## config.mk

```make
export PLATFORM = sky130hd
export DESIGN_NAME = integer_set_sorter
export DESIGN_NICKNAME = d
export VERILOG_FILES = /design/src/rtl/iss_pkg.sv /design/src/rtl/iss_ctrl.sv /design/src/rtl/iss_dp.sv /design/src/rtl/integer_set_sorter.sv
export SDC_FILE = /design/constraint.sdc
export NUM_CORES = 2
export LEC_CHECK = 0
export ABC_AREA = 1
export BUFFER_PORTS_ARGS = -buffer_cell sky130_fd_sc_hd__buf_2
export CAP_MARGIN = 20
export CORE_MARGIN = 2
export CORE_UTILIZATION = 63
export DETAILED_ROUTE_END_ITERATION = 10
export GPL_ROUTABILITY_DRIVEN = 0
export PLACE_DENSITY = 0.77
export SETUP_SLACK_MARGIN = 0.3
export SYNTH_ARGS = -nofsm -noshare
export SYNTH_HDL_FRONTEND = slang
export SYNTH_HIERARCHICAL = 1
export SYNTH_SLANG_ARGS = --single-unit
```

## constraint.sdc

```tcl
create_clock -name clk -period 7.66 [get_ports clk]
set_clock_uncertainty 0.1 [all_clocks]
set_input_delay 0.766 -clock clk [delete_from_list [all_inputs] [get_ports clk]]
set_output_delay 0.766 -clock clk [all_outputs]
set_load 0.03 [all_outputs]
```

## src/rtl/iss_pkg.sv

```systemverilog
`timescale 1ns / 1ps
// ----------------------------------------------------------------------------
// iss_pkg
// Shared command and status types for the integer set sorter.
// ----------------------------------------------------------------------------
package iss_pkg;

    localparam int unsigned DATA_W = 32;

    // controller to datapath
    typedef struct packed {
        logic load;        // capture incoming element, pos from count
        logic rd_prev;     // read entry pos-1
        logic shift;       // move read word up to pos, step pos down, read pos-2
        logic place;       // write element at pos, bump count
        logic set_ovf;     // element dropped
        logic emit_first;  // read entry 0 for output
        logic out_load;    // move read word into output register
        logic advance;     // next output index, read it
        logic done_set;    // clear count and overflow
    } cmd_t;

    // datapath to controller
    typedef struct packed {
        logic full;
        logic pos_zero;
        logic pos_one;
        logic greater;
        logic last;
        logic emit_last;
        logic out_free;
    } sts_t;

endpackage

```

## src/rtl/iss_ctrl.sv

```systemverilog
`timescale 1ns / 1ps
// ----------------------------------------------------------------------------
// iss_ctrl
// Sequencer for insertion into the store and ordered readout.
// ----------------------------------------------------------------------------
module iss_ctrl
(
    input  logic          clk,
    input  logic          rst_n,
    input  logic          in_valid,
    input  iss_pkg::sts_t sts,
    output iss_pkg::cmd_t cmd,
    output logic          in_stall
);
    import iss_pkg::*;

    typedef enum logic [2:0] {
        ST_IDLE,
        ST_SEEK,
        ST_CMP,
        ST_PLACE,
        ST_ERD,
        ST_ELD
    } state_t;

    state_t state_reg, state_next;
    logic   stall_reg;

    always_comb
    begin
        state_next = state_reg;
        cmd        = '0;
        case (state_reg)
            ST_IDLE:
            begin
                if (in_valid)
                begin
                    cmd.load   = 1'b1;
                    state_next = ST_SEEK;
                end
            end
            ST_SEEK:
            begin
                if (sts.full)
                begin
                    cmd.set_ovf = 1'b1;
                    state_next  = sts.last ? ST_ERD : ST_IDLE;
                end
                else if (sts.pos_zero)
                begin
                    cmd.place  = 1'b1;
                    state_next = sts.last ? ST_ERD : ST_IDLE;
                end
                else
                begin
                    cmd.rd_prev = 1'b1;
                    state_next  = ST_CMP;
                end
            end
            ST_CMP:
            begin
                if (sts.greater)
                begin
                    cmd.shift = 1'b1;
                    if (sts.pos_one)
                    begin
                        state_next = ST_PLACE;
                    end
                end
                else
                begin
                    cmd.place  = 1'b1;
                    state_next = sts.last ? ST_ERD : ST_IDLE;
                end
            end
            ST_PLACE:
            begin
                cmd.place  = 1'b1;
                state_next = sts.last ? ST_ERD : ST_IDLE;
            end
            ST_ERD:
            begin
                cmd.emit_first = 1'b1;
                state_next     = ST_ELD;
            end
            ST_ELD:
            begin
                if (sts.out_free)
                begin
                    cmd.out_load = 1'b1;
                    if (sts.emit_last)
                    begin
                        cmd.done_set = 1'b1;
                        state_next   = ST_IDLE;
                    end
                    else
                    begin
                        cmd.advance = 1'b1;
                    end
                end
            end
            default:
            begin
                state_next = ST_IDLE;
            end
        endcase
    end

    always_ff @(posedge clk or negedge rst_n)
    begin
        if (!rst_n)
        begin
            state_reg <= ST_IDLE;
            stall_reg <= 1'b0;
        end
        else
        begin
            state_reg <= state_next;
            stall_reg <= (state_next != ST_IDLE);
        end
    end

    assign in_stall = stall_reg;

endmodule

```

## src/rtl/iss_dp.sv

```systemverilog
`timescale 1ns / 1ps
// ----------------------------------------------------------------------------
// iss_dp
// Element store, insertion pointer, counters and output register.
// ----------------------------------------------------------------------------
module iss_dp
#(
    parameter int MAX_ITEMS = 64
)
(
    input  logic                         clk,
    input  logic                         rst_n,
    input  iss_pkg::cmd_t                cmd,
    output iss_pkg::sts_t                sts,
    input  logic signed [iss_pkg::DATA_W-1:0] value,
    input  logic                         last,
    input  logic                         out_stall,
    output logic                         out_valid,
    output logic signed [iss_pkg::DATA_W-1:0] sorted_value,
    output logic                         final_res,
    output logic                         truncated
);
    import iss_pkg::*;

    localparam int AW = (MAX_ITEMS > 1) ? $clog2(MAX_ITEMS) : 1;
    localparam int CW = $clog2(MAX_ITEMS + 1);

    logic [DATA_W-1:0] mem [MAX_ITEMS];
    logic [DATA_W-1:0] rd_q;
    logic              rd_en;
    logic [AW-1:0]     raddr;
    logic              we;
    logic [AW-1:0]     waddr;
    logic [DATA_W-1:0] wdata;

    logic [DATA_W-1:0] v_reg;
    logic              last_reg;
    logic [AW-1:0]     pos_reg;
    logic [AW-1:0]     k_reg;
    logic [CW-1:0]     count_reg;
    logic              ovf_reg;

    logic              out_valid_reg;
    logic [DATA_W-1:0] out_data_reg;
    logic              out_final_reg;
    logic              out_trunc_reg;

    // one write and one read port
    always_comb
    begin
        rd_en = cmd.rd_prev | cmd.shift | cmd.emit_first | cmd.advance;
        raddr = '0;
        if (cmd.rd_prev)
        begin
            raddr = pos_reg - AW'(1);
        end
        else if (cmd.shift)
        begin
            raddr = pos_reg - AW'(2);
        end
        else if (cmd.advance)
        begin
            raddr = k_reg + AW'(1);
        end
        we    = cmd.shift | cmd.place;
        waddr = pos_reg;
        wdata = cmd.shift ? rd_q : v_reg;
    end

    always_ff @(posedge clk)
    begin
        if (we)
        begin
            mem[waddr] <= wdata;
        end
        if (rd_en)
        begin
            rd_q <= mem[raddr];
        end
    end

    always_ff @(posedge clk)
    begin
        if (cmd.load)
        begin
            v_reg    <= value;
            last_reg <= last;
        end
    end

    always_ff @(posedge clk or negedge rst_n)
    begin
        if (!rst_n)
        begin
            pos_reg   <= '0;
            k_reg     <= '0;
            count_reg <= '0;
            ovf_reg   <= 1'b0;
        end
        else
        begin
            if (cmd.load)
            begin
                pos_reg <= count_reg[AW-1:0];
            end
            else if (cmd.shift)
            begin
                pos_reg <= pos_reg - AW'(1);
            end
            if (cmd.emit_first)
            begin
                k_reg <= '0;
            end
            else if (cmd.advance)
            begin
                k_reg <= k_reg + AW'(1);
            end
            if (cmd.done_set)
            begin
                count_reg <= '0;
                ovf_reg   <= 1'b0;
            end
            else
            begin
                if (cmd.place)
                begin
                    count_reg <= count_reg + CW'(1);
                end
                if (cmd.set_ovf)
                begin
                    ovf_reg <= 1'b1;
                end
            end
        end
    end

    // output register
    always_ff @(posedge clk or negedge rst_n)
    begin
        if (!rst_n)
        begin
            out_valid_reg <= 1'b0;
        end
        else if (cmd.out_load)
        begin
            out_valid_reg <= 1'b1;
        end
        else if (!out_stall)
        begin
            out_valid_reg <= 1'b0;
        end
    end

    always_ff @(posedge clk)
    begin
        if (cmd.out_load)
        begin
            out_data_reg  <= rd_q;
            out_final_reg <= sts.emit_last;
            out_trunc_reg <= ovf_reg;
        end
    end

    always_comb
    begin
        sts.full      = (count_reg == CW'(MAX_ITEMS));
        sts.pos_zero  = (pos_reg == '0);
        sts.pos_one   = (pos_reg == AW'(1));
        sts.greater   = ($signed(rd_q) > $signed(v_reg));
        sts.last      = last_reg;
        sts.emit_last = ((CW'(k_reg) + CW'(1)) == count_reg);
        sts.out_free  = !out_valid_reg || !out_stall;
    end

    assign out_valid    = out_valid_reg;
    assign sorted_value = out_data_reg;
    assign final_res    = out_final_reg;
    assign truncated    = out_trunc_reg;

endmodule

```

## src/rtl/integer_set_sorter.sv

```systemverilog
`timescale 1ns / 1ps
// ----------------------------------------------------------------------------
// integer_set_sorter
// Collects a set of signed words and returns it in ascending order.
// ----------------------------------------------------------------------------
// insertion: elements are taken only while the sequencer is idle; in_stall then
//   stays high while the walk shifts each larger stored element up one entry
// readout: after the last element is placed, entry 0 is read and loaded into
//   the output register; results follow one per cycle unless out_stall is high
// input stays stalled until the whole set has been read out: a new set is taken
//   only after the last result of the previous set is loaded for output
// reset: asynchronous, active low; clears count, overflow flag, pointers, fsm
//   and output valid; store contents are left as is
// ----------------------------------------------------------------------------
module integer_set_sorter
#(
    parameter int MAX_ITEMS = 64
)
(
    input  logic                              clk,
    input  logic                              rst_n,
    // input channel
    input  logic                              in_valid,
    output logic                              in_stall,
    input  logic signed [iss_pkg::DATA_W-1:0] value,
    input  logic                              last,
    // result channel
    output logic                              out_valid,
    input  logic                              out_stall,
    output logic signed [iss_pkg::DATA_W-1:0] sorted_value,
    output logic                              final_res,
    output logic                              truncated
);
    import iss_pkg::*;

    cmd_t cmd;
    sts_t sts;

    // sequencer: insertion walk and readout
    iss_ctrl u_ctrl
    (
        .clk      (clk),
        .rst_n    (rst_n),
        .in_valid (in_valid),
        .sts      (sts),
        .cmd      (cmd),
        .in_stall (in_stall)
    );

    // store kept sorted as elements arrive; readout walks it from entry 0
    iss_dp #(.MAX_ITEMS(MAX_ITEMS)) u_dp
    (
        .clk          (clk),
        .rst_n        (rst_n),
        .cmd          (cmd),
        .sts          (sts),
        .value        (value),
        .last         (last),
        .out_stall    (out_stall),
        .out_valid    (out_valid),
        .sorted_value (sorted_value),
        .final_res    (final_res),
        .truncated    (truncated)
    );

endmodule

```

==> reports/qor.csv <==
stage,metric,value,unit
pwr,sw power,20.8,mW
placement,I/O Buffers,72,
logic_synthesis,"Net Count, Synth",8644,
timing,worst-margin pin slew,1170,ps
worst_setup_path,WP buf/inv,6,
routing,DRT Wirelength,256000,µm
pwr,clock share of power,20.8,%
worst_setup_path,"slowest stage delay, CP",690,ps
worst_setup_path,critical path arrival,7000,ps
logic_synthesis,Post-synth EDFFs,2147,
hold_path,WHS Endpoint,u_dp/v_reg[15],
logic_synthesis,"top cells by area, synth","edfxtp_1 67%, nand3_1 12%, nand3b_1 5.7%, nand2_1 5.1%, inv_1 4.9%",
logic_synthesis,"FFs w/ async S/R, synth",1.15,%
hold_path,Worst Hold Launch,value[15],
worst_setup_path,Reg2Reg Setup Slack,1230,ps
routing,Post-route DRC,0,
pwr,Gate power share,45.9,%
clocking,post-CTS sizing,0,
clocking,Worst-Skew Late Latency,860,ps
routing,Detail Route Antenna Nets,0,
final_layout,max reg flops,2048,
final_layout,final core utilization,69.9,%
final_layout,# fillers,10095,
clocking,CTS tree,done,
worst_setup_path,crit path kind,flip-flop to flip-flop,
clocking,# H-tree levels,4,
timing,final hold vios,0,
worst_setup_path,family with the most delay on the worst path,simple AND/OR/NAND/NOR gates,
floorplanning,Ports,73,
routing,first drt pass iteration count,8,
final_layout,Area Overhead vs Synth,10.6,%
worst_setup_path,r2r worst-path depth,24,
logic_synthesis,sequential share of the synthesized area,68.0,%
global_routing,initial antenna violation count,6,
timing,hold slack,76.3,ps
floorplanning,Initial Util,63.3,%
timing,final slew viol count,0,
routing,DR iter-0 viols,9927,
timing,f_max,0.156,GHz
logic_synthesis,syn avg cell area,11.2,µm²
final_layout,register cell area after layout,65100,µm²
final_layout,Final nets,8582,
clocking,# clock sinks,2172,
final_layout,Biggest register,u_dp/mem,
final_layout,"Design Area, Final",106000,µm²
routing,drt via density,6.15,
timing,final setup vio count,0,
clocking,clock slew at reported path FFs,60,ps
final_layout,share of cells above drive strength 1,7.82,%
pwr,total power,46.9,mW
worst_setup_path,FF-to-FF End,u_dp/rd_q[9],
outcome,status,"finished, final reports clean",
logic_synthesis,Syn Inst Count,8564,
hold_path,worst min path class,primary input to flip-flop,
floorplanning,Cell Rows,143,
global_routing,vias in the first global route,64247,
floorplanning,die area,155000,µm²
clocking,clock buffer count from CTS,209,
pwr,Int Pwr,26.1,mW
timing,RSZ-0062 raised after global routing,false,
logic_synthesis,synthesis-stage register bit count,2172,
timing,Post-Route Setup TNS,0,ps
floorplanning,die width,394,µm
logic_synthesis,"area leader, netlist",edfxtp_1,
floorplanning,die height,394,µm
logic_synthesis,library cells used by synthesis,36,
global_routing,largest net degree at the start of global routing,186,
worst_setup_path,"critical path, cell by cell","inv_1, ha_1, inv_1, a21oi_1, o21ai_0, nand2_1, o211ai_1, nand2_1, nand2_1, nand2_1, nand3_1, nand2_1, nor2_1, nand2_1, inv_4, inv_1, o21ai_0, nand2_1, o21ai_4, inv_2, buf_4, nand3_1, nand3_1, nand2_1",
logic_synthesis,Commonest cells post-synth,"2241 x nand3_1, 2147 x edfxtp_1, 1312 x nand2_1",
clocking,root buffer cell,clkbuf_16,
clocking,CTS max path bufs,3,
logic_synthesis,leading cell type by number of instances after synthesis,nand3_1,
logic_synthesis,YS warnings,6,
logic_synthesis,ys flop type,edfxtp_1,
worst_setup_path,Setup crit end kind,flip-flop,
routing,via count,65856,
pwr,register share of total power,33.2,%
placement,Post-DP Area,99100,µm²
logic_synthesis,mapped cell area,95800,µm²
job,max cap viols,0,
timing,Slew HR,21.5,%
worst_setup_path,cell mode on critical path,nand2_1,
pwr,P per Cell Area,443,nW/µm²
final_layout,footprint of the multi-input gates,24300,µm²
worst_setup_path,crit path max fanout,25,
worst_setup_path,Critical Path RT,8230,ps
global_routing,Tot GR Track Use,32.6,%
worst_setup_path,Worst setup SP type,flip-flop,
floorplanning,core area,151000,µm²
worst_setup_path,crit path max-delay cell type,o21ai_4,
pwr,Sw Ratio,44.4,%
global_routing,total gr overflow,0,
hold_path,WHS Path Cells,1,
global_routing,first-pass GRT wire length,385000,µm
pwr,peak supply drop,0.597,mV
worst_setup_path,worst reg2reg startpoint,u_dp/rd_q[0],
timing,min Tclk post-route,6430,ps
placement,Final HPWL DP,141000,µm
routing,Wirelength per Cell,23.8,µm
timing,period utilization,83.9,%
pwr,LEAKAGE,41.2,nW
logic_synthesis,area fraction of the dominant cell type after synthesis,67.3,%
==> layout by cell type, fill, tap and decap left out, types with 4 or more instances in the layout <==
master         instances
nand3_1             2241
edfxtp_1            2147
nand2_1             1307
inv_1               1256
nand3b_1             729
clkbuf_16            212
buf_4                149
buf_2                 72
clkinv_1              70
nor2_4                65
buf_12                47
clkinv_2              46
ha_1                  43
clkbuf_1              37
o21ai_4               35
nor2_1                32
dlygate4sd3_1         27
a21oi_1               26
dfrtp_1               25
o21ai_0               19
nand4_1               12
bufinv_16             10
nor3_1                 9
xor2_1                 8
inv_6                  7
clkinvlp_4             7
inv_2                  5
a31oi_1                4
==> worst max-delay path by stage <==
| stage | to | cells after the start | startpoint |
|---|---|---|---|
| 2_1_floorplan | u_dp/mem[0][22] | 14 | u_dp/rd_q[15] |
| 3_3_place_gp | u_dp/rd_q[13] | 27 | u_dp/rd_q[0] |
| 3_5_place_dp | u_dp/rd_q[13] | 27 | u_dp/rd_q[0] |
| 4_1_cts | u_dp/rd_q[12] | 28 | u_dp/rd_q[0] |
| 5_1_grt | u_dp/rd_q[8] | 28 | u_dp/rd_q[0] |
| 6_report | u_dp/rd_q[9] | 24 | u_dp/rd_q[0] |
==> metrics by stage <==
| stage | setup slack (ps) | cells |
|---|---|---|
| after floorplan | 2220 | 8564 |
| after global placement | 1470 | 10289 |
| after detailed placement | 1520 | 10292 |
| after CTS | 1430 | 10713 |
| after global routing | 985 | 10715 |
| final | 1230 | 10716 |
==> per-layer routing <==
layer | vias to the layer above | wire, µm | part of all wire [%] | global-route usage [%]
li1 | 29360 | - | - | -
met1 | 31433 | 92600 | 36 | 43.8
met2 | 4377 | 120000 | 47 | 51.6
met3 | 678 | 32700 | 13 | 7.34
met4 | 8 | 10300 | 4.0 | 14.3
met5 | - | 225 | 0.088 | 0.831
==> power by group through the flow <==
stage | registers, mW | logic (mW) | clock network [mW]
after floorplan | 15.9 | 13.6 | 0
after global placement | 15.8 | 20.2 | 0
after detailed placement | 15.8 | 20.8 | 0
after CTS | 15.5 | 20.9 | 9.83
after global routing | 15.6 | 23.0 | 10.3
final | 15.6 | 21.5 | 9.77
==> worst register-to-register path, cell delays in order, from the launching register on <==
cell and delay (ps):
edfxtp_1 640, inv_1 190, ha_1 230, inv_1 50, a21oi_1 80, o21ai_0 350
nand2_1 130, o211ai_1 140, nand2_1 80, nand2_1 80, nand2_1 100, nand3_1 100
nand2_1 70, nor2_1 200, nand2_1 170, inv_4 370, inv_1 340, o21ai_0 160
nand2_1 110, o21ai_4 690, inv_2 530, buf_4 430, nand3_1 260, nand3_1 340
nand2_1 330
==> cell type report <==
| type | count | share of cell area [%] |
|---|---|---|
| Sequential cell | 2172 | 61.5 |
| Clock inverter | 145 | 0.943 |
| Tap cell | 2030 | 2.40 |
| Timing Repair Buffer | 298 | 2.62 |
| Antenna cell | 1 | 0.00236 |
| Inverter | 1263 | 4.49 |
| Multi-Input combinational cell | 4558 | 22.9 |
| Clock buffer | 249 | 5.14 |
==> cells by family (layout without fill, tap and decap cells) <==
group / count (synthesis) / after routing / synth area share [%]
AND/OR/NAND/NOR: 4408 / 4408 / 23.1
XOR/XNOR: 9 / 9 / 0.0823
AO/OA/AOI/OAI: 98 / 98 / 0.579
other: 0 / 1 / 0
flip-flops: 2172 / 2172 / 68.0
buffers and inverters: 1834 / 1955 / 7.65
adder cells (fa/ha/maj): 43 / 43 / 0.562
==> repair_timing <==
item / CTS / global route
setup buffers: 0 / 0
hold endpoints to repair: 51 / 0
hold buffers: 27 / 0
No activity file was read; power rests on OpenSTA's default activity.
